$ cat config.mk
export PLATFORM = sky130hd
export DESIGN_NAME = sd_spi_card_init_sequencer_unit
export DESIGN_NICKNAME = d
export VERILOG_FILES = /design/src/hdl/sdi_pkg.sv /design/src/hdl/sdi_step.sv /design/src/hdl/sd_spi_card_init_sequencer_unit.sv
export SDC_FILE = /design/constraint.sdc
export NUM_CORES = 1
export LEC_CHECK = 0
export BUFFER_PORTS_ARGS = -buffer_cell sky130_fd_sc_hd__clkbuf_2
export CAP_MARGIN = 20
export CORE_UTILIZATION = 62
export CTS_CLUSTER_DIAMETER = 80
export DETAILED_ROUTE_END_ITERATION = 6
export HOLD_SLACK_MARGIN = 0.12
export PLACE_DENSITY = 0.86
export SYNTH_ARGS = -nofsm -noshare
export SYNTH_HDL_FRONTEND = slang
export SYNTH_SLANG_ARGS = --single-unit
$ cat constraint.sdc
create_clock -name clock -period 8.5 [get_ports clock]
set_input_delay 0.85 -clock clock [delete_from_list [all_inputs] [get_ports clock]]
set_output_delay 0.85 -clock clock [all_outputs]
set_load 0.02 [all_outputs]
$ cat src/hdl/sdi_pkg.sv
// Package for the SD card SPI-mode initialization sequencer.
// Holds phase codes, command tables and the per-phase CRC7 values.
// No dependencies.
`timescale 1ns / 1ps
package sdi_pkg;

   localparam int IDLE_BYTES = 10;

   localparam logic [4:0] PH_HALT    = 5'd0;
   localparam logic [4:0] PH_CLOCKS  = 5'd1;
   localparam logic [4:0] PH_F_CMD0  = 5'd2;
   localparam logic [4:0] PH_R_CMD0  = 5'd3;
   localparam logic [4:0] PH_F_CMD8  = 5'd4;
   localparam logic [4:0] PH_R_CMD8  = 5'd5;
   localparam logic [4:0] PH_D_R7    = 5'd6;
   localparam logic [4:0] PH_F_V2_55 = 5'd7;
   localparam logic [4:0] PH_R_V2_55 = 5'd8;
   localparam logic [4:0] PH_F_V2_41 = 5'd9;
   localparam logic [4:0] PH_R_V2_41 = 5'd10;
   localparam logic [4:0] PH_F_CMD58 = 5'd11;
   localparam logic [4:0] PH_R_CMD58 = 5'd12;
   localparam logic [4:0] PH_D_OCR   = 5'd13;
   localparam logic [4:0] PH_F_PR_55 = 5'd14;
   localparam logic [4:0] PH_R_PR_55 = 5'd15;
   localparam logic [4:0] PH_F_PR_41 = 5'd16;
   localparam logic [4:0] PH_F_V1_55 = 5'd17;
   localparam logic [4:0] PH_R_V1_55 = 5'd18;
   localparam logic [4:0] PH_F_V1_41 = 5'd19;
   localparam logic [4:0] PH_R_V1_41 = 5'd20;
   localparam logic [4:0] PH_F_CMD16 = 5'd21;
   localparam logic [4:0] PH_R_CMD16 = 5'd22;

   localparam logic [2:0] K_HALT  = 3'd0;
   localparam logic [2:0] K_CLK   = 3'd1;
   localparam logic [2:0] K_FRAME = 3'd2;
   localparam logic [2:0] K_POLL  = 3'd3;
   localparam logic [2:0] K_DATA  = 3'd4;

   localparam logic CSR_RETRY_LIMIT = 1'b0;
   localparam logic CSR_POLL_LIMIT  = 1'b1;

   typedef struct packed {
      logic [7:0] tx_byte;
      logic       select_card;
      logic       finished;
      logic [1:0] card_type;
      logic       fast_clock;
   } rsp_type;

   function automatic logic [2:0] phase_kind(input logic [4:0] p);
      logic [2:0] k;
      unique case (p)
         PH_CLOCKS: k = K_CLK;
         PH_F_CMD0, PH_F_CMD8, PH_F_V2_55, PH_F_V2_41, PH_F_CMD58, PH_F_PR_55,
         PH_F_PR_41, PH_F_V1_55, PH_F_V1_41, PH_F_CMD16: k = K_FRAME;
         PH_R_CMD0, PH_R_CMD8, PH_R_V2_55, PH_R_V2_41, PH_R_CMD58, PH_R_PR_55,
         PH_R_V1_55, PH_R_V1_41, PH_R_CMD16: k = K_POLL;
         PH_D_R7, PH_D_OCR: k = K_DATA;
         default: k = K_HALT;
      endcase
      return k;
   endfunction

   function automatic logic [7:0] frame_cmd(input logic [4:0] p);
      logic [7:0] c;
      unique case (p)
         PH_F_CMD0: c = 8'h40;
         PH_F_CMD8: c = 8'h48;
         PH_F_V2_55, PH_F_PR_55, PH_F_V1_55: c = 8'h77;
         PH_F_V2_41, PH_F_PR_41, PH_F_V1_41: c = 8'h69;
         PH_F_CMD58: c = 8'h7A;
         PH_F_CMD16: c = 8'h50;
         default: c = 8'h00;
      endcase
      return c;
   endfunction

   function automatic logic [31:0] frame_arg(input logic [4:0] p);
      logic [31:0] a;
      unique case (p)
         PH_F_CMD8: a = 32'h0000_01AA;
         PH_F_V2_41, PH_F_PR_41: a = 32'h4000_0000;
         PH_F_CMD16: a = 32'h0000_0200;
         default: a = 32'h0;
      endcase
      return a;
   endfunction

   function automatic logic [6:0] crc7_byte(input logic [6:0] crc, input logic [7:0] b);
      logic [6:0] c;
      logic       fb;
      c = crc;
      for (int i = 7; i >= 0; i--) begin
         fb = c[6] ^ b[i];
         c = {c[5:0], 1'b0};
         if (fb) begin
            c = c ^ 7'h09;
         end
      end
      return c;
   endfunction

   function automatic logic [6:0] frame_crc7(input logic [4:0] p);
      logic [6:0]  c;
      logic [31:0] a;
      a = frame_arg(p);
      c = crc7_byte(7'd0, frame_cmd(p));
      c = crc7_byte(c, a[31:24]);
      c = crc7_byte(c, a[23:16]);
      c = crc7_byte(c, a[15:8]);
      c = crc7_byte(c, a[7:0]);
      return c;
   endfunction

endpackage

$ cat src/hdl/sdi_step.sv
// Next-state and result logic for one received byte of the sequencer.
// Purely combinational; uses sdi_pkg.
`timescale 1ns / 1ps
module sdi_step
   import sdi_pkg::*;
(
   input  logic        command,
   input  logic [7:0]  rx_byte,
   input  logic [15:0] retry_limit,
   input  logic [3:0]  r1_poll_limit,
   input  logic [4:0]  phase,
   input  logic [3:0]  byte_position,
   input  logic [3:0]  poll_count,
   input  logic [15:0] attempts_left,
   input  logic [7:0]  last_reply,
   input  logic [31:0] reply_word,
   input  logic [1:0]  detected_type,
   output logic [4:0]  phase_n,
   output logic [3:0]  byte_position_n,
   output logic [3:0]  poll_count_n,
   output logic [15:0] attempts_left_n,
   output logic [7:0]  last_reply_n,
   output logic [31:0] reply_word_n,
   output logic [1:0]  detected_type_n,
   output rsp_type     rsp
);

   logic [4:0]  ph;
   logic [4:0]  tgt;
   logic        do_go;
   logic        do_fin;
   logic        fin_ok;
   logic        do_emit;
   logic        loop_chk;
   logic        ok;
   logic [7:0]  r;
   logic [2:0]  k;
   logic [2:0]  kt;
   logic [4:0]  ep;
   logic [3:0]  eb;
   logic [2:0]  ek;
   logic [31:0] arg;
   logic [3:0]  plim;

   always_comb begin
      phase_n = phase;
      byte_position_n = byte_position;
      poll_count_n = poll_count;
      attempts_left_n = attempts_left;
      last_reply_n = last_reply;
      reply_word_n = reply_word;
      detected_type_n = detected_type;
      do_go = 1'b0;
      do_fin = 1'b0;
      fin_ok = 1'b0;
      do_emit = 1'b0;
      loop_chk = 1'b0;
      tgt = PH_HALT;
      ok = 1'b0;
      r = last_reply;
      plim = (r1_poll_limit == 4'd0) ? 4'd1 : r1_poll_limit;
      ph = (phase > PH_R_CMD16) ? PH_HALT : phase;
      k = phase_kind(ph);
      if (!command) begin
         detected_type_n = 2'd0;
         attempts_left_n = 16'd0;
         last_reply_n = 8'hFF;
         reply_word_n = 32'd0;
         do_go = 1'b1;
         tgt = PH_CLOCKS;
      end else begin
         unique case (k)
            K_CLK: begin
               if (byte_position < 4'(IDLE_BYTES)) begin
                  do_emit = 1'b1;
               end else begin
                  do_go = 1'b1;
                  tgt = PH_F_CMD0;
               end
            end
            K_FRAME: begin
               if (byte_position < 4'd6) begin
                  do_emit = 1'b1;
               end else if (ph == PH_F_PR_41) begin
                  loop_chk = 1'b1;
                  tgt = PH_F_V1_55;
               end else begin
                  do_go = 1'b1;
                  tgt = ph + 5'd1;
               end
            end
            K_POLL: begin
               if (!rx_byte[7]) begin
                  ok = 1'b1;
                  r = rx_byte;
                  last_reply_n = rx_byte;
               end
               if (!ok && poll_count < plim) begin
                  do_emit = 1'b1;
               end else begin
                  priority case (ph)
                     PH_R_CMD0: begin
                        do_go = ok; do_fin = !ok; tgt = PH_F_CMD8;
                     end
                     PH_R_CMD8: begin
                        if (!ok) begin
                           do_fin = 1'b1;
                        end else begin
                           attempts_left_n = retry_limit;
                           do_go = 1'b1;
                           tgt = r[2] ? PH_F_PR_55 : PH_D_R7;
                        end
                     end
                     PH_R_V2_55, PH_R_V1_55: begin
                        if (ok && r[7:1] == 7'd0) begin
                           do_go = 1'b1;
                           tgt = ph + 5'd1;
                        end else begin
                           do_fin = 1'b1;
                        end
                     end
                     PH_R_V2_41, PH_R_V1_41: begin
                        if (!ok) begin
                           do_fin = 1'b1;
                        end else begin
                           attempts_left_n = attempts_left - 16'd1;
                           if (r == 8'd0) begin
                              do_go = 1'b1;
                              tgt = (ph == PH_R_V2_41) ? PH_F_CMD58 : PH_F_CMD16;
                           end else begin
                              loop_chk = 1'b1;
                              tgt = (ph == PH_R_V2_41) ? PH_F_V2_55 : PH_F_V1_55;
                           end
                        end
                     end
                     PH_R_CMD58: begin
                        do_go = ok; do_fin = !ok; tgt = PH_D_OCR;
                     end
                     PH_R_PR_55: begin
                        if (!ok) begin
                           loop_chk = 1'b1;
                           tgt = PH_F_V1_55;
                        end else if (r[7:1] != 7'd0) begin
                           do_fin = 1'b1;
                        end else begin
                           do_go = 1'b1;
                           tgt = PH_F_PR_41;
                        end
                     end
                     PH_R_CMD16: begin
                        do_fin = 1'b1;
                        if (ok) begin
                           detected_type_n = 2'd1;
                           fin_ok = 1'b1;
                        end
                     end
                     default: do_fin = 1'b1;
                  endcase
               end
            end
            K_DATA: begin
               reply_word_n = {reply_word[23:0], rx_byte};
               if (byte_position < 4'd4) begin
                  do_emit = 1'b1;
               end else if (ph == PH_D_R7) begin
                  if (reply_word_n[15:0] == 16'h01AA) begin
                     loop_chk = 1'b1;
                     tgt = PH_F_V2_55;
                  end else begin
                     do_fin = 1'b1;
                  end
               end else begin
                  detected_type_n = reply_word_n[30] ? 2'd3 : 2'd2;
                  do_fin = 1'b1;
                  fin_ok = 1'b1;
               end
            end
            default: begin
               phase_n = ph;
            end
         endcase
      end
      if (loop_chk) begin
         if (attempts_left_n == 16'd0) begin
            do_fin = 1'b1;
         end else begin
            do_go = 1'b1;
         end
      end
      if (do_fin) begin
         if (!fin_ok) begin
            detected_type_n = 2'd0;
         end
         phase_n = PH_HALT;
         byte_position_n = 4'd0;
         poll_count_n = 4'd0;
      end
      ep = do_go ? tgt : ph;
      eb = do_go ? 4'd0 : byte_position;
      kt = phase_kind(tgt);
      if (do_go) begin
         phase_n = tgt;
         poll_count_n = 4'd0;
         if (kt == K_DATA) begin
            reply_word_n = 32'd0;
         end
      end
      ek = (do_go || do_emit) ? phase_kind(ep) : K_HALT;
      arg = frame_arg(ep);
      rsp.tx_byte = 8'hFF;
      rsp.select_card = 1'b0;
      rsp.finished = 1'b0;
      rsp.card_type = 2'd0;
      rsp.fast_clock = 1'b0;
      unique case (ek)
         K_FRAME: begin
            rsp.select_card = 1'b1;
            byte_position_n = eb + 4'd1;
            unique case (eb)
               4'd0: rsp.tx_byte = frame_cmd(ep);
               4'd1: rsp.tx_byte = arg[31:24];
               4'd2: rsp.tx_byte = arg[23:16];
               4'd3: rsp.tx_byte = arg[15:8];
               4'd4: rsp.tx_byte = arg[7:0];
               default: rsp.tx_byte = {frame_crc7(ep), 1'b1};
            endcase
         end
         K_POLL: begin
            rsp.select_card = 1'b1;
            byte_position_n = eb;
            poll_count_n = (do_go ? 4'd0 : poll_count) + 4'd1;
         end
         K_DATA, K_CLK: begin
            rsp.select_card = (ek == K_DATA);
            byte_position_n = eb + 4'd1;
         end
         default: begin
            rsp.finished = 1'b1;
            rsp.card_type = detected_type_n;
            rsp.fast_clock = (detected_type_n != 2'd0);
         end
      endcase
   end

endmodule

$ cat src/hdl/sd_spi_card_init_sequencer_unit.sv
// SD card SPI-mode initialization sequencer: top level.
// Holds state, configuration and the result register; uses sdi_pkg and sdi_step.
//
// Usage: the req_ channel carries one transaction per SPI byte. A command of 0
// starts initialization; a command of 1 delivers the byte received from the
// card during the previously sent byte. Each request yields exactly one
// response on the rsp_ channel: the next byte to send, the chip-select level,
// and, once the sequence ends, the finished flag, card type and fast clock.
// The response register is loaded when a request is accepted, so the response is valid in the
// cycle after, and the block takes one request per cycle while req_stall is low; the state update
// is a single pass of logic between the state registers and the response register.
// When rsp_stall is high the response holds and req_stall rises only if a
// response is already waiting, so a new request is taken whenever the
// response register is empty or is being drained in the same cycle.
// Reset puts the sequencer in the halted state with the registers at
// retry_limit 300 and r1_poll_limit 3; configuration writes are always ready.
`timescale 1ns / 1ps
module sd_spi_card_init_sequencer_unit
   import sdi_pkg::*;
(
   input  logic        clock,
   input  logic        reset,
   input  logic        req_valid,
   output logic        req_stall,
   input  logic        req_command,
   input  logic [7:0]  req_rx_byte,
   output logic        rsp_valid,
   input  logic        rsp_stall,
   output logic [7:0]  rsp_tx_byte,
   output logic        rsp_select_card,
   output logic        rsp_finished,
   output logic [1:0]  rsp_card_type,
   output logic        rsp_fast_clock,
   input  logic        csr_valid,
   output logic        csr_ready,
   input  logic        csr_index,
   input  logic [15:0] csr_data
);

   logic [15:0] retry_ff, retry_in;
   logic [3:0]  plim_ff, plim_in;
   logic [4:0]  phase_ff, phase_in;
   logic [3:0]  bpos_ff, bpos_in;
   logic [3:0]  pcnt_ff, pcnt_in;
   logic [15:0] att_ff, att_in;
   logic [7:0]  last_ff, last_in;
   logic [31:0] word_ff, word_in;
   logic [1:0]  dtype_ff, dtype_in;
   logic        valid_ff, valid_in;
   rsp_type     rsp_ff, rsp_in;
   rsp_type     step_rsp;
   logic        take;

   assign csr_ready = 1'b1;
   assign req_stall = valid_ff && rsp_stall;
   assign take = req_valid && !req_stall;

   sdi_step u_step (
      .command(req_command), .rx_byte(req_rx_byte),
      .retry_limit(retry_ff), .r1_poll_limit(plim_ff),
      .phase(phase_ff), .byte_position(bpos_ff), .poll_count(pcnt_ff),
      .attempts_left(att_ff), .last_reply(last_ff), .reply_word(word_ff),
      .detected_type(dtype_ff),
      .phase_n(phase_in), .byte_position_n(bpos_in), .poll_count_n(pcnt_in),
      .attempts_left_n(att_in), .last_reply_n(last_in), .reply_word_n(word_in),
      .detected_type_n(dtype_in), .rsp(step_rsp)
   );

   always_comb begin
      retry_in = retry_ff;
      plim_in = plim_ff;
      if (csr_valid) begin
         unique case (csr_index)
            CSR_RETRY_LIMIT: retry_in = csr_data;
            CSR_POLL_LIMIT:  plim_in = csr_data[3:0];
            default: retry_in = retry_ff;
         endcase
      end
      valid_in = take || (valid_ff && rsp_stall);
      rsp_in = take ? step_rsp : rsp_ff;
   end

   always_ff @(posedge clock) begin
      if (reset) begin
         retry_ff <= 16'd300;
         plim_ff <= 4'd3;
         phase_ff <= PH_HALT;
         bpos_ff <= 4'd0;
         pcnt_ff <= 4'd0;
         att_ff <= 16'd0;
         last_ff <= 8'hFF;
         word_ff <= 32'd0;
         dtype_ff <= 2'd0;
         valid_ff <= 1'b0;
      end else begin
         retry_ff <= retry_in;
         plim_ff <= plim_in;
         valid_ff <= valid_in;
         if (take) begin
            phase_ff <= phase_in;
            bpos_ff <= bpos_in;
            pcnt_ff <= pcnt_in;
            att_ff <= att_in;
            last_ff <= last_in;
            word_ff <= word_in;
            dtype_ff <= dtype_in;
         end
      end
   end

   always_ff @(posedge clock) begin
      rsp_ff <= rsp_in;
   end

   assign rsp_valid = valid_ff;
   assign rsp_tx_byte = rsp_ff.tx_byte;
   assign rsp_select_card = rsp_ff.select_card;
   assign rsp_finished = rsp_ff.finished;
   assign rsp_card_type = rsp_ff.card_type;
   assign rsp_fast_clock = rsp_ff.fast_clock;

endmodule
==> results.json <==
{
  "dpl.hpwl_um": 14000,
  "synth-seq-cells": 83,
  "cts_buffer_depth": 2,
  "powerDensity_nw_per_um2": 138,
  "fp.dieH_um": 105,
  "syn_area_per_cell_sq_um": 7.86,
  "synthMuxAreaShare_pct": 3.24,
  "cp.arrival_ps": 7900,
  "grt_pass1_vias": 6312,
  "finalSetupViolCount": 0,
  "clock_skew_ps": 14.8,
  "cp_slowest_cell": "dfxtp_1",
  "htree_levels": 3,
  "p_total_mw": 0.963,
  "gp_congestion": 0.963,
  "wire_per_inst_um": 19.7,
  "nets": 898,
  "cp.required_ps": 8610,
  "cp-end-kind": "register",
  "vias": 6808,
  "grt_first_pass_wirelength_um": 31400,
  "diodes": 0,
  "worstSetupPathType": "reg2reg",
  "syn_nets": 888,
  "crit_fanout": 21,
  "post_cts_buffers": 0,
  "worst-r2r-setup-slack_ps": 710,
  "worst_pin_slew_ps": 983,
  "pre_cts_ws_ps": 825,
  "dieArea_sq_um": 11000,
  "yosys.area.top_type_share_pct": 21.4,
  "synth_compound_area_share_pct": 28.6,
  "crit_family": "compound AO/OA/AOI/OAI gates",
  "status": "complete, but fails checks",
  "relSlewSlack_pct": 34.4,
  "viasPerCell": 6.91,
  "synth_edf_count": 13,
  "clkLatencyLatePin_ps": 370,
  "rows": 37,
  "cap_violations": 0,
  "finalHoldViolations": 0,
  "violations": "DRC",
  "synthTopCellsByArea": "dfxtp_1, edfxtp_1, nand2_1, nor2_1, ha_1",
  "crit_chain": "clkinv_1 > o21ai_0 > inv_1 > ha_1 > nor4bb_1 > clkbuf_2 > a31oi_4 > or3_1 > nand3_1 > or4b_1 > nor4_2 > or3_4 > nand2_2 > a21boi_1 > inv_1 > ha_1 > a22oi_1 > a21oi_1 > a211oi_1 > a21o_2 > nand2_1 > nor2_1 > a21boi_2 > o2111ai_1",
  "pin_count": 47,
  "tns_ps": 0,
  "period_minus_slack_ps": 7790,
  "grt_usage_pct": 35.4,
  "peakVddDrop_mv": 0.121,
  "ant_nets": 0,
  "place.port_buffers": 45,
  "synth_xor_area_share_pct": 3.19,
  "synthFlopType": "dfxtp_1",
  "tritoncts": "built",
  "synth_top_area_cell": "dfxtp_1",
  "yosysMostFrequentCell": "nand2_1",
  "grt_overflow": 0,
  "slowest_delay_ps": 700,
  "drv_slew": 0,
  "finalWorstSetupSlack_ps": 710,
  "drtPass1Iterations": 7,
  "cp_num_buf_inv": 4,
  "hp-class": "reg2reg",
  "cts-root-buf": "clkbuf_8",
  "syn_area_sq_um": 6560,
  "drive_gt1_share_pct": 14.5,
  "synth_top_family_by_area": "compound AO/OA/AOI/OAI gates",
  "grt_max_degree": 54,
  "p_leak_nw": 2.68,
  "yosysUniqueCellTypes": 109,
  "cts_buffers": 9,
  "areaGrowthSynthToFinish_pct": 6.57,
  "async_reset_ff_share_pct": 0,
  "antenna_found_initial": 0,
  "cts.sinks": 83,
  "synthSimpleGateAreaFrac_pct": 27.2,
  "drc": 1,
  "drt_iter0_markers": 749,
  "die_w_um": 105,
  "clock.fmax_mhz": 128,
  "finalWirelength_um": 19400,
  "startpoint_type": "register",
  "core_sq_um": 10300,
  "synth_commonest_cells": "nand2_1, nor2_1, dfxtp_1, a21oi_1",
  "post-route-period-util_pct": 91.6,
  "path_clk_slew_ps": 100,
  "synth_fa_ha_area_share_pct": 4.39,
  "start_util_pct": 63.8,
  "ys_warn_count": 0,
  "fill_cells": 882,
  "ys_seq_area_share_pct": 27.3,
  "synthCells": 834,
  "rsz0062_at_grt": "false"
}
## area by class of cell
type                    count  area, sq um  share of cell area [%]
flip-flops and latches     83         1790                    25.6
multi-input cells         661         4370                    62.5
repair buffers             50          260                    3.73
clock buffers               9          124                    1.77
clock inverters             7          124                    1.77
inverters                  39          146                    2.10
well taps                 136          170                    2.44
## logic make-up (layout without fill, tap and decap cells)
group | count (synthesis) | in the layout
DFF | 83 | 83
buffers and inverters | 90 | 105
adders and majority gates | 23 | 23
muxes | 19 | 19
xor gates and xnor gates | 20 | 20
other | 1 | 1
and+or+nand+nor | 346 | 346
AOI/OAI and AO/OA | 252 | 252
## worst paths after layout
kind / startpoint / end / depth (start not counted)
max: phase_ff[4] / rsp_tx_byte[5] / 24
min: retry_ff[4] / retry_ff[4] / 2
max reg2reg: phase_ff[4] / rsp_tx_byte[5] / 24
min reg2reg: retry_ff[4] / retry_ff[4] / 2
## report_power, final
part | switching, mW | leakage, nW | internal [mW]
clock | 0.157 | 0.120 | 0.197
combinational | 0.124 | 1.89 | 0.0627
sequential | 0.0114 | 0.676 | 0.411
total | 0.292 | 2.68 | 0.671
## cell usage in the layout (no fill, tap or decap), types with 14 or more instances in the layout
cell | netlist | layout
nor3_1 | 21 | 21
a31oi_1 | 15 | 15
inv_1 | 36 | 36
nor2_1 | 90 | 90
o21ai_0 | 17 | 17
nand2_1 | 97 | 97
nand3_1 | 36 | 36
dfxtp_1 | 70 | 70
ha_1 | 23 | 23
a21oi_1 | 53 | 53
o22ai_1 | 14 | 14
a22oi_1 | 30 | 30
clkbuf_2 | 0 | 46
## metrics by stage
stage	util (%)	instances	hold slack [ps]	instance area (sq um)
after global routing	68.0	985	493	6990
after CTS	67.9	984	467	6980
after detailed placement	65.5	968	452	6730
final	68.0	985	467	6990
after global placement	65.5	968	446	6730
after floorplan	-	834	433	6560
## flip-flops by register name (all words and copies together), names as in the netlist
name             flops
att_ff              16
retry_ff            16
word_ff             10
last_ff              8
rsp_tx_byte          8
phase_ff             5
bpos_ff              4
pcnt_ff              4
plim_ff              4
dtype_ff             2
rsp_card_type        2
rsp_fast_clock       1
rsp_finished         1
rsp_select_card      1
rsp_valid            1
## worst register-to-register path, delay by kind of cell, from the launching register on
kind | cells | cell delay [ps]
buffers and inverters | 4 | 910
adder cells (fa/ha/maj) | 2 | 690
AO/OA/AOI/OAI | 9 | 2640
flip-flops | 1 | 700
AND/OR/NAND/NOR | 9 | 2590
## layer usage
metal | GRT usage (%) | part of all wire, %
met5 | 0 | 0
met1 | 45.9 | 41
met3 | 4.49 | 8.5
met4 | 19.8 | 4.3
met2 | 56.9 | 46
## what timing repair did
action / 4_1_cts / 5_1_grt
hold endpoints to repair: 0 / 0
hold buffers: 0 / 0
resized for setup: 0 / 1
setup endpoints to repair: 0 / 2
No activity file was read; power rests on OpenSTA's default activity.
